[src/rtl/nec_ir_pkg.sv]
// ----------------------------------------------------------------------------
// NEC IR decoder package
// Shared constants, key table and types of the NEC infrared remote decoder.
// ----------------------------------------------------------------------------
`default_nettype none

package nec_ir_pkg;

    localparam int unsigned FRAME_EDGES    = 34;
    localparam int unsigned CMD_FIRST_EDGE = 18;
    localparam int unsigned CMD_BITS       = 8;
    localparam int unsigned KEY_COUNT      = 15;
    localparam int unsigned EDGE_W         = 6;
    localparam int unsigned KEY_W          = 4;
    localparam int unsigned TIME_W         = 32;

    // Interval windows in microseconds, bounds exclusive.
    localparam logic signed [TIME_W-1:0] LEAD_LO = 32'sd13000;
    localparam logic signed [TIME_W-1:0] LEAD_HI = 32'sd14000;
    localparam logic signed [TIME_W-1:0] REP_LO  = 32'sd11000;
    localparam logic signed [TIME_W-1:0] REP_HI  = 32'sd12000;
    localparam logic signed [TIME_W-1:0] BIT0_LO = 32'sd1000;
    localparam logic signed [TIME_W-1:0] BIT0_HI = 32'sd1500;
    localparam logic signed [TIME_W-1:0] BIT1_LO = 32'sd2000;
    localparam logic signed [TIME_W-1:0] BIT1_HI = 32'sd2500;

    localparam logic [TIME_W-1:0] TICK_US = 32'd10;

    // Edge index after a lead code.
    localparam logic [EDGE_W-1:0] LEAD_EDGE = 6'd2;

    localparam logic [CMD_BITS-1:0] KEY_TABLE [KEY_COUNT] = '{
        8'h16, 8'h0C, 8'h18, 8'h5E, 8'h08, 8'h1C, 8'h5A, 8'h42,
        8'h52, 8'h4A, 8'h46, 8'h15, 8'h44, 8'h43, 8'h40
    };

    typedef struct packed {
        logic lead;
        logic rep;
        logic bit_hit;
        logic bit_value;
    } interval_class_t;

    typedef struct packed {
        logic                key_matched;
        logic [KEY_W-1:0]    key_number;
        logic [CMD_BITS-1:0] command_byte;
        logic                repeat_seen;
        logic                lead_seen;
        logic                frame_done;
    } result_t;

    typedef struct packed {
        logic [EDGE_W-1:0] edge_count;
    } status_t;

endpackage

`default_nettype wire

[src/rtl/nec_ir_interval.sv]
// ----------------------------------------------------------------------------
// NEC IR interval classifier
// Forms the signed interval between an edge and the one before it and sorts
// it into the lead, repeat and data bit windows.
// ----------------------------------------------------------------------------
`default_nettype none

module nec_ir_interval
(
    input  wire logic [31:0]                  now_us,
    input  wire logic [31:0]                  prev_us,
    input  wire logic                         active,
    output nec_ir_pkg::interval_class_t       cls
);

    logic signed [31:0] delta;
    logic               in_lead;
    logic               in_rep;
    logic               in_bit0;
    logic               in_bit1;

    // The difference wraps; read as signed, a negative interval hits no window.
    assign delta   = signed'(now_us - prev_us);
    assign in_lead = (delta > nec_ir_pkg::LEAD_LO) && (delta < nec_ir_pkg::LEAD_HI);
    assign in_rep  = (delta > nec_ir_pkg::REP_LO)  && (delta < nec_ir_pkg::REP_HI);
    assign in_bit0 = (delta > nec_ir_pkg::BIT0_LO) && (delta < nec_ir_pkg::BIT0_HI);
    assign in_bit1 = (delta > nec_ir_pkg::BIT1_LO) && (delta < nec_ir_pkg::BIT1_HI);

    assign cls.lead      = active && in_lead;
    assign cls.rep       = active && in_rep;
    assign cls.bit_hit   = active && (in_bit0 || in_bit1);
    assign cls.bit_value = in_bit1;

endmodule

`default_nettype wire

[src/rtl/nec_ir_key_lookup.sv]
// ----------------------------------------------------------------------------
// NEC IR key lookup
// Parallel match of a command byte against the fixed key table.
// ----------------------------------------------------------------------------
`default_nettype none

module nec_ir_key_lookup
(
    input  wire logic [7:0] command_byte,
    output logic            hit,
    output logic [3:0]      number
);

    always_comb
    begin
        hit    = 1'b0;
        number = '0;
        for (int k = 0; k < nec_ir_pkg::KEY_COUNT; k++)
        begin
            if (nec_ir_pkg::KEY_TABLE[k] == command_byte)
            begin
                hit    = 1'b1;
                number = 4'(k);
            end
        end
    end

endmodule

`default_nettype wire

[src/rtl/nec_ir_frame.sv]
// ----------------------------------------------------------------------------
// NEC IR frame tracker
// Holds the edge time, edge index, command bits and last key, and works out
// the result of one edge in a single pass.
// ----------------------------------------------------------------------------
`default_nettype none

module nec_ir_frame
(
    input  wire logic                 clk,
    input  wire logic                 rst_n,
    input  wire logic                 advance,
    input  wire logic [31:0]          edge_time,
    output nec_ir_pkg::result_t       res,
    output nec_ir_pkg::status_t       status
);

    logic [31:0] prev_us_reg;
    logic [31:0] prev_us_next;
    logic [5:0]  edge_count_reg;
    logic [5:0]  edge_count_next;
    logic [7:0]  command_bits_reg;
    logic [7:0]  command_bits_next;
    logic [3:0]  last_key_reg;
    logic [3:0]  last_key_next;

    logic [31:0]                 now_us;
    nec_ir_pkg::interval_class_t cls;
    logic [6:0]                  count_inc;
    logic [5:0]                  cmd_off;
    logic                        done;
    logic                        key_hit;
    logic [3:0]                  key_num;

    assign now_us = edge_time * nec_ir_pkg::TICK_US;

    nec_ir_interval u_interval
    (
        .now_us  (now_us),
        .prev_us (prev_us_reg),
        .active  (edge_count_reg != '0),
        .cls     (cls)
    );

    assign prev_us_next = now_us;
    assign cmd_off      = edge_count_reg - 6'(nec_ir_pkg::CMD_FIRST_EDGE);
    assign count_inc    = {1'b0, edge_count_reg} + 7'd1;

    always_comb
    begin
        command_bits_next = command_bits_reg;
        if (cls.bit_hit && (cmd_off < 6'(nec_ir_pkg::CMD_BITS)))
        begin
            command_bits_next[cmd_off[2:0]] = cls.bit_value;
        end
    end

    // A lead, a repeat or the frame end resets the index; else it counts on.
    always_comb
    begin
        done = 1'b0;
        priority if (cls.lead)
        begin
            edge_count_next = nec_ir_pkg::LEAD_EDGE;
        end
        else if (cls.rep)
        begin
            edge_count_next = '0;
        end
        else if (count_inc >= 7'(nec_ir_pkg::FRAME_EDGES))
        begin
            done            = 1'b1;
            edge_count_next = '0;
        end
        else
        begin
            edge_count_next = 6'(count_inc);
        end
    end

    nec_ir_key_lookup u_key_lookup
    (
        .command_byte (command_bits_next),
        .hit          (key_hit),
        .number       (key_num)
    );

    assign last_key_next = (done && key_hit) ? key_num : last_key_reg;

    assign res.frame_done   = done;
    assign res.lead_seen    = cls.lead;
    assign res.repeat_seen  = cls.rep;
    assign res.command_byte = command_bits_next;
    assign res.key_number   = last_key_next;
    assign res.key_matched  = done && key_hit;

    assign status.edge_count = edge_count_reg;

    always_ff @(posedge clk or negedge rst_n)
    begin
        if (!rst_n)
        begin
            prev_us_reg      <= '0;
            edge_count_reg   <= '0;
            command_bits_reg <= '0;
            last_key_reg     <= '0;
        end
        else if (advance)
        begin
            prev_us_reg      <= prev_us_next;
            edge_count_reg   <= edge_count_next;
            command_bits_reg <= command_bits_next;
            last_key_reg     <= last_key_next;
        end
    end

endmodule

`default_nettype wire

[src/rtl/nec_ir_remote_decoder_top.sv]
// ----------------------------------------------------------------------------
// NEC IR remote decoder, top level
// Decodes the falling edges of an NEC infrared receiver into frame, lead,
// repeat and key results, one result item per edge item.
// ----------------------------------------------------------------------------
// Each input item carries the time of one falling edge in 10 us ticks and
// yields exactly one result item. The block takes one item per clock cycle
// while the result side does not stall, and its result is registered: an
// input register, then one pass of logic (interval subtract, window compares,
// key match) that updates the frame state and loads the result register.
// Stalls on the result side hold the input register, and input is taken again
// as soon as the result register can move on.
`default_nettype none

module nec_ir_remote_decoder_top
(
    input  wire logic        clk,
    input  wire logic        rst_n,

    input  wire logic        s_axis_tvalid,
    output logic             s_axis_tready,
    input  wire logic [31:0] s_axis_tdata,   // [31:0] edge_time

    output logic             m_axis_tvalid,
    input  wire logic        m_axis_tready,
    output logic [15:0]      m_axis_tdata,   // [7:0] command_byte, [11:8] key_number,
                                             // [12] key_matched, [15:13] zero
    output logic [1:0]       m_axis_tuser,   // [0] lead_seen, [1] repeat_seen
    output logic             m_axis_tlast    // frame_done
);

    logic                in_valid_reg;
    logic                in_valid_next;
    logic [31:0]         in_time_reg;
    logic                out_valid_reg;
    logic                out_valid_next;
    nec_ir_pkg::result_t out_res_reg;

    logic                s_accept;
    logic                advance;
    nec_ir_pkg::result_t frame_res;
    nec_ir_pkg::status_t status;

    assign advance       = in_valid_reg && (!out_valid_reg || m_axis_tready);
    assign s_axis_tready = !in_valid_reg || advance;
    assign s_accept      = s_axis_tvalid && s_axis_tready;

    nec_ir_frame u_frame
    (
        .clk       (clk),
        .rst_n     (rst_n),
        .advance   (advance),
        .edge_time (in_time_reg),
        .res       (frame_res),
        .status    (status)
    );

    always_comb
    begin
        in_valid_next = in_valid_reg;
        if (s_accept)
        begin
            in_valid_next = 1'b1;
        end
        else if (advance)
        begin
            in_valid_next = 1'b0;
        end
    end

    always_comb
    begin
        out_valid_next = out_valid_reg;
        if (advance)
        begin
            out_valid_next = 1'b1;
        end
        else if (m_axis_tready)
        begin
            out_valid_next = 1'b0;
        end
    end

    always_ff @(posedge clk or negedge rst_n)
    begin
        if (!rst_n)
        begin
            in_valid_reg  <= 1'b0;
            out_valid_reg <= 1'b0;
        end
        else
        begin
            in_valid_reg  <= in_valid_next;
            out_valid_reg <= out_valid_next;
        end
    end

    always_ff @(posedge clk)
    begin
        if (s_accept)
        begin
            in_time_reg <= s_axis_tdata;
        end
        if (advance)
        begin
            out_res_reg <= frame_res;
        end
    end

    assign m_axis_tvalid = out_valid_reg;
    assign m_axis_tdata  = {3'b000, out_res_reg.key_matched, out_res_reg.key_number,
                            out_res_reg.command_byte};
    assign m_axis_tuser  = {out_res_reg.repeat_seen, out_res_reg.lead_seen};
    assign m_axis_tlast  = out_res_reg.frame_done;

    // The edge index never reaches the frame length.
    a_edge_count_range: assert property (@(posedge clk) disable iff (!rst_n)
        status.edge_count < 6'(nec_ir_pkg::FRAME_EDGES))
        else $error("edge index reached the frame length");

    // A lead code sets the edge index to LEAD_EDGE.
    a_lead_restart: assert property (@(posedge clk) disable iff (!rst_n)
        (advance && frame_res.lead_seen) |=> (status.edge_count == nec_ir_pkg::LEAD_EDGE))
        else $error("lead code did not restart the frame");

    // A key can only match at the end of a frame.
    a_match_at_end: assert property (@(posedge clk) disable iff (!rst_n)
        (m_axis_tvalid && m_axis_tdata[12]) |-> m_axis_tlast)
        else $error("key match outside frame end");

    // Lead and repeat windows exclude each other.
    a_lead_rep_exclusive: assert property (@(posedge clk) disable iff (!rst_n)
        m_axis_tvalid |-> !(m_axis_tuser[0] && m_axis_tuser[1]))
        else $error("lead and repeat flagged together");

endmodule

`default_nettype wire
[config.mk]
export PLATFORM = sky130hd
export DESIGN_NAME = nec_ir_remote_decoder_top
export DESIGN_NICKNAME = d
export VERILOG_FILES = /design/src/rtl/nec_ir_pkg.sv /design/src/rtl/nec_ir_interval.sv /design/src/rtl/nec_ir_key_lookup.sv /design/src/rtl/nec_ir_frame.sv /design/src/rtl/nec_ir_remote_decoder_top.sv
export SDC_FILE = /design/constraint.sdc
export NUM_CORES = 1
export LEC_CHECK = 0
export ABC_AREA = 0
export BUFFER_PORTS_ARGS = -buffer_cell sky130_fd_sc_hd__buf_2
export CAP_MARGIN = 5
export CORE_UTILIZATION = 65
export CTS_CLUSTER_SIZE = 10
export DETAILED_ROUTE_END_ITERATION = 12
export PLACE_DENSITY = 0.95
export SETUP_SLACK_MARGIN = 0.05
export SLEW_MARGIN = 40
export SYNTH_ARGS = -nofsm -noshare
export SYNTH_HDL_FRONTEND = slang
export SYNTH_HIERARCHICAL = 1
export SYNTH_SLANG_ARGS = --single-unit
[constraint.sdc]
create_clock -name clk -period 24.5 [get_ports clk]
set_clock_uncertainty 0.05 [all_clocks]
set_input_delay 2.45 -clock clk [delete_from_list [all_inputs] [get_ports clk]]
set_output_delay 2.45 -clock clk [all_outputs]
set_load 0.02 [all_outputs]
Word level (Yosys, flattened, before mapping). Index checks and enable logic that the tools add are counted.

Register bits after elaboration: 99. Output and inout bits: 21. Logic and storage cells: 108.

$add $sub $neg: 3. Multipliers: 1. Order comparisons: 12. Eq/ne operators: 15. Muxes and demuxes: 44. Reduce and logical (&&, ||, !) cells: 20.

Operators by type and width (count): equality test 7 x 8 -> 1 bit, first input constant (9); greater-than comparator 32 x 15 -> 1 bit, second input constant (2); less-than comparator 32 x 15 -> 1 bit, second input constant (2); 2-to-1 mux 4 bit (14); equality test 5 x 8 -> 1 bit, first input constant (4); greater-than comparator 32 x 11 -> 1 bit, second input constant (1); greater-than comparator 32 x 12 -> 1 bit, second input constant (1); less-than comparator 32 x 12 -> 1 bit, second input constant (1); less-than comparator 32 x 13 -> 1 bit, second input constant (1); multiplier 32 x 3 -> 31 bit, second input constant (1); subtractor 32 bit (1); 2-to-1 mux 1 bit (24); 2-to-1 mux 6 bit (3); equality test 4 x 8 -> 1 bit, first input constant (2); logical AND 1 bit (12); bitwise mux 8 bit (1); 2-to-1 mux 8 bit (1); adder 6 x 1 -> 7 bit, second input constant (1); greater-or-equal comparator 7 x 6 -> 1 bit, second input constant (1); less-than comparator 6 x 4 -> 1 bit, second input constant (1); nonzero test 6 bit (1); subtractor 6 x 5 -> 6 bit, second input constant (1); less-than comparator 3 x 4 -> 1 bit, second input constant (1); nonzero test 2 bit (2); 4 further kinds (7).

Longest topological paths before layout. Gate-level depths: netlist of run 1.

Depth in word-level cells: 26. Depth in mapped cells: 32.

Hierarchy. The synthesis of run 1 kept the hierarchy.

By module, submodules not included: nec_ir_frame (times used 1, cells each 405, area each 4028.9 um^2); nec_ir_interval (times used 1, cells each 360, area each 2394.8 um^2); nec_ir_remote_decoder_top (times used 1, cells each 60, area each 1571.5 um^2); nec_ir_key_lookup (times used 1, cells each 49, area each 349.1 um^2).

Worst setup path before layout of run 1. Ideal clock, no wire load.

Kind: register to register. Start: reg in_time_reg[1]. End: reg out_res_reg (netlist bit m_axis_tdata[10]) (data pin). Library setup time: 0.260 ns. Arrival time: 7.344 ns. Slack: 16.846 ns. Stages on the path, launching flop included: 33. Path buffers: 2. Cell sequence: edfxtp_1 > ha_1 > ha_1 > fa_1 > a21o_1 > a221o_1 > a31oi_4 > o21a_1 > o21ai_0 > xor2_1 > ha_1 > buf_2 > nand2_1 > nor2_1 > a221oi_2 > nand2_1 > xor2_1 > or4_4 > a2111oi_4 > nand4_2 > nor4_1 > nor4b_2 > nand2_1 > nor3_1 > mux2_2 > buf_4 > nand3b_1 > or3_1 > a31oi_1 > or3_1 > nand2_1 > nor2_1 > mux2_2.

RTL lines: from (decl) (line nec_ir_remote_decoder_top.sv:34) `logic [31:0] in_time_reg;`; from (signal assigned) (line nec_ir_remote_decoder_top.sv:102) `in_time_reg <= s_axis_tdata;`; to (signal assigned) (line nec_ir_remote_decoder_top.sv:106) `out_res_reg <= frame_res;`; to (decl) (line nec_ir_remote_decoder_top.sv:37) `nec_ir_pkg::result_t out_res_reg;`.

==> qor.txt, run 1 <==
Worst-margin pin slew: 0.7612 ns
Total core area: 12260 sq um
Largest net degree at the start of global routing: 65
First-pass DRT Iterations: 6
Tmin final: 9.049 ns
Worst Hold Class: reg -> reg
Placed insts: 1060
Worst-path maximum fanout: 13
Via count: 6905
CTS tree: done
Fin cells: 1076
Hold Vio Cnt, Final: 0
Antenna violations before repair: 0
CP endpoint kind: flip-flop
RD Place Congestion: 0.9321
Vias in the first global route: 6686
Clock transition at path regs: 0.07 ns
Mapped Area: 8314 sq um
Fin crit share: 36.93%
Sink Count: 98
Total wire length: 17770 microns
First DRT Iteration DRCs: 700
Max Root-Sink Buffers: 2
Worst skew pair latency: 0.35 ns
Area of the die: 13250 sq um
Max-Cap Viols: 0
Status: finished, final reports clean
Fin Setup TNS: 0 ns
I/O pin count: 57
Total GRT Usage: 28.42%
Post-DRT Antenna Nets: 0
Post-DR vias/cell: 6.417
Power consumption: 0.0009794 W
Global-route wire length before repair: 29920 microns
Number of fill cells: 846
Final setup viols: 0
Lkg Pwr: 3.849 nW
CP Class: reg -> reg
Yosys warning count: 6
Final instance area: 8905 sq um
Post-CTS setup buffers: 0
Unrepaired setup endpoints after global routing: false
Die Wd: 115.1 microns
CP startpoint kind: flip-flop
Row count: 40
Antenna cell count: 0
Pwr dens: 110.0 nW/um^2
# hold bufs at CTS: 0
Placed cell areas: 8611 sq um
Layout area overhead: 7.103%
Share of cells above drive strength 1: 17.29%
Congestion Overflow GR: 0
Port buffer count: 52
Die Ht: 115.1 microns
Routed len/inst: 16.52 microns
H-tree Lvls: 3
Final #Nets: 1030
Relative slew slack: 49.25%
Largest stage delay, worst path: 0.55 ns
Most used cell, CP: ha_1
Final HPWL DP: 13010 microns
Largest vdd supply drop: 0.07920 mV
Worst Path Arrival: 9.10 ns
Maximum clock frequency: 0.1105 GHz
Clk Tree Root Cell: clkbuf_16
Required time of the worst setup path: 24.55 ns
Post-CTS sizing: 0
Number of remaining DRC errors: 0
Max Slew Vio Count: 0
CTS Buf Count: 9
Starting Density: 67.81%
Average size of a mapped cell: 9.524 sq um
Slowest CP cell: nor4b_2
Cells after Synth: 873
[power breakdown]
part           total, W  internal (W)  switching, W  leakage, nW
combinational  0.000613      0.000235      0.000377         2.62
clock          0.000141     0.0000799     0.0000612        0.144
sequential     0.000226      0.000203     0.0000228         1.08
total          0.000979      0.000518      0.000461         3.85
[critical path: cells and delay by family, from the launching register on]
kind | cells | cell delay, ns
xor+xnor | 1 | 0.21
flops | 1 | 0.45
fa+ha+maj | 4 | 1.31
mux | 2 | 0.85
simple gates | 12 | 3.25
compound gates | 10 | 2.67
[metal layers]
layer,part of all wire [%],up-vias,global-route usage [%]
met5,0,-,0
met4,2.9,0,11.69
met3,5.5,57,5.166
met2,50,287,50.44
met1,42,3241,33.95
li1,-,3320,-
[cells in the final DEF (no fill, tap or decap), drive strengths merged, types with 4 or more instances in the layout]
cell type and count:
a211oi 6, a21o 16, a21oi 79, a221oi 5, a31oi 13, a41oi 4
and2 6, and3 8, buf 54, clkbuf 11, conb 5, dfrtp 51
edfxtp 47, ha 89, inv 52, mux2 55, nand2 60, nand2b 8
nand3 26, nand4 14, nor2 49, nor2b 7, nor3 21, nor3b 7
nor4 8, nor4b 4, o2111ai 7, o211ai 13, o21a 8, o21ai 44
o21bai 6, o22ai 6, o31ai 5, or3 8, xnor2 31, xor2 25
[per-stage QoR]
stage	hold WS (ns)	utilization (%)	setup WS (ns)
2_1_floorplan	0.4246	-	16.85
3_3_place_gp	0.4345	70.17	15.96
3_5_place_dp	0.4427	70.22	15.68
4_1_cts	0.4578	72.62	15.63
5_1_grt	0.4705	72.62	14.89
6_report	0.4561	72.62	15.45
[final cells by class]
cell class                 instances  area (sq um)  area share (%)
multi-input combinational        690          5250           58.96
sequential                        98          2688           30.18
timing repair buffer              54         275.3           3.091
clock buffer                      11         232.7           2.613
tap                              168         210.2           2.361
inverter                          50         187.7           2.108
clock inverter                     5         61.31          0.6885
[final timing paths]
kind,end,start,slack (ns),cells past startpoint
max in group asynchronous,u_frame/prev_us_reg[1]$_DFFE_PN0P_,rst_n,21.79,2
worst min register to register,u_frame/command_bits_reg[6]$_DFFE_PN0P_,u_frame/command_bits_reg[6]$_DFFE_PN0P_,0.46,1
worst min-delay path,u_frame/command_bits_reg[6]$_DFFE_PN0P_,u_frame/command_bits_reg[6]$_DFFE_PN0P_,0.46,1
worst max register to register,m_axis_tdata[8]$_DFFE_PP_,in_time_reg[1]$_DFFE_PP_,15.45,29
worst max-delay path,m_axis_tdata[8]$_DFFE_PP_,in_time_reg[1]$_DFFE_PP_,15.45,29
min in group asynchronous,u_frame/status[3]$_DFFE_PN0P_,rst_n,2.14,2
No activity file was read; power rests on OpenSTA's default activity.
==> run 2: changes to the inputs <==
- CORE_UTILIZATION: 65 -> 56
- PLACE_DENSITY: 0.95 -> 0.9
- clock period: 24.5 -> 7.5 ns (I/O delays scaled with it)
==> qor.txt, run 2 (synthesis gave the netlist of run 1 again) <==
Routed len/inst: 18.51 microns
Worst skew pair latency: 0.37 ns
First-pass DRT Iterations: 6
CP startpoint kind: flip-flop
Final setup viols: 8
Antenna cell count: 0
H-tree Lvls: 3
Sink Count: 98
Clk Tree Root Cell: clkbuf_16
Most common cell after layout, fill and taps aside: buf_4
Via count: 7673
CP endpoint kind: flip-flop
Worst Path Arrival: 7.87 ns
I/O pin count: 57
Max Slew Vio Count: 0
Number of remaining DRC errors: 0
Met1 usage: 34.25%
Die Wd: 123.8 microns
Total wire length: 22250 microns
RD Place Congestion: 0.9227
Combinational power share: 67.4%
Clock transition at path regs: 0.06 ns
Area of the die: 15340 sq um
Most frequent cells in the layout: 110 x buf_4, 81 x ha_1, 65 x a21oi_1
Relative slew slack: 35.67%
Worst Hold Class: in -> async
Fin Setup TNS: -1.915 ns
Largest net degree at the start of global routing: 65
Internal Dissipation: 0.002054 W
Row count: 44
Share of cells above drive strength 1: 32.32%
Reg power frac: 19.5%
Unrepaired setup endpoints after global routing: true
Largest vdd supply drop: 0.1914 mV
Final #Nets: 1140
Global-route wire length before repair: 34060 microns
Final HPWL DP: 14250 microns
Total GRT Usage: 28.38%
Port buffer count: 52
Core Util, Final: 70.60%
Final WS setup: -0.3036 ns
Post-DRT Antenna Nets: 0
Required time of the worst setup path: 7.56 ns
Die Ht: 123.8 microns
Placed cell areas: 9301 sq um
Clock power frac: 13.2%
Status: complete, but fails checks
CP Class: reg -> reg
Sw frac: 46.07%
Power consumption: 0.003809 W
Total core area: 14530 sq um
Post-DR vias/cell: 6.384
GR peak layer: met2
Final instance area: 10260 sq um
Max-Cap Viols: 0
Switching Power: 0.001755 W
Worst-path maximum fanout: 5
CTS Buf Count: 9
CTS tree: done
Fin crit share: 104.0%
Max Root-Sink Buffers: 2
Tmin final: 7.804 ns
First DRT Iteration DRCs: 796
Maximum clock frequency: 0.1281 GHz
Starting Density: 57.21%
Number of fill cells: 999
Largest stage delay, worst path: 0.50 ns
Vias in the first global route: 7350
Worst-margin pin slew: 0.9649 ns
Antenna violations before repair: 0
Lkg Pwr: 4.490 nW
Slowest CP cell: or4_4
Violated checks: negative setup slack
Worst path top cell family by delay: compound AO/OA/AOI/OAI gates
Congestion Overflow GR: 0
Hold Vio Cnt, Final: 0
Global-route met2 utilization: 48.85%
# hold bufs at CTS: 0
Worst path buffer plus inverter count: 1
Grt met3 use: 4.167%
Layout area overhead: 23.42%
Pwr dens: 371.2 nW/um^2
[run 2: changes by cell type in the layout (fill, tap and decap cells not counted), sizes merged]
cell    previous run  this run
clkbuf            11        12
inv               52        50
bufinv             1         2
buf               54       164
[run 2: timing repair]
item	CTS	global route
gates cloned	0	0
setup buffers	9	14
resized for setup	46	51
setup endpoints to repair	9	9
pin swaps	12	15
[run 2: metrics by stage]
step                      cells  setup slack, ns  hold WS, ns
after floorplan             876           0.1231       0.4044
after global placement     1163          -0.1228       0.4346
after detailed placement   1163          -0.1985       0.4454
after CTS                  1188          0.05435       0.4597
after global routing       1202          -0.5812       0.4764
final                      1202          -0.3036       0.4428
[run 2: power groups by stage]
| stage | registers (W) | logic [W] | clock network (W) |
|---|---|---|---|
| 2_1_floorplan | 0.000720 | 0.00161 | 0 |
| 3_3_place_gp | 0.000734 | 0.00214 | 0 |
| 3_5_place_dp | 0.000743 | 0.00220 | 0 |
| 4_1_cts | 0.000737 | 0.00234 | 0.000506 |
| 5_1_grt | 0.000754 | 0.00275 | 0.000521 |
| 6_report | 0.000741 | 0.00257 | 0.000501 |
[run 2: layer usage]
layer	vias up	wire length [microns]
met1	3661	9020
met4	0	900
met2	377	11150
met3	95	1170
li1	3540	-
met5	-	0
[run 2: final cells by class]
type                       count  area [sq um]  share of cell area, %
inverter                      50         187.7                  1.829
multi-input combinational    690          5733                  55.87
timing repair buffer         164          1109                  10.80
tap                          184         230.2                  2.244
clock inverter                 4         77.57                 0.7560
clock buffer                  12         236.5                  2.305
sequential                    98          2688                  26.19
[run 2: worst reg2reg max path, delay by kind of cell (launching register included)]
family	cells	cell delay, ns
compound gates	11	2.50
xor+xnor	2	0.34
fa+ha+maj	4	1.07
buf+inv	1	0.13
flops	1	0.41
mux	2	0.69
simple gates	11	2.36
[run 2: final timing paths]
| path | startpoint | end | slack [ns] | cells after the start |
|---|---|---|---|---|
| min reg2reg | u_frame/prev_us_reg[5]$_DFFE_PN0P_ | u_frame/prev_us_reg[5]$_DFFE_PN0P_ | 0.46 | 1 |
| max reg2reg | in_time_reg[3]$_DFFE_PP_ | m_axis_tdata[9]$_DFFE_PP_ | -0.30 | 31 |
| max | in_time_reg[3]$_DFFE_PP_ | m_axis_tdata[9]$_DFFE_PP_ | -0.30 | 31 |
| min | rst_n | u_frame/prev_us_reg[1]$_DFFE_PN0P_ | 0.44 | 2 |
| min in group clk | u_frame/prev_us_reg[5]$_DFFE_PN0P_ | u_frame/prev_us_reg[5]$_DFFE_PN0P_ | 0.46 | 1 |
| max in group asynchronous | rst_n | u_frame/status[5]$_DFFE_PN0P_ | 6.45 | 2 |
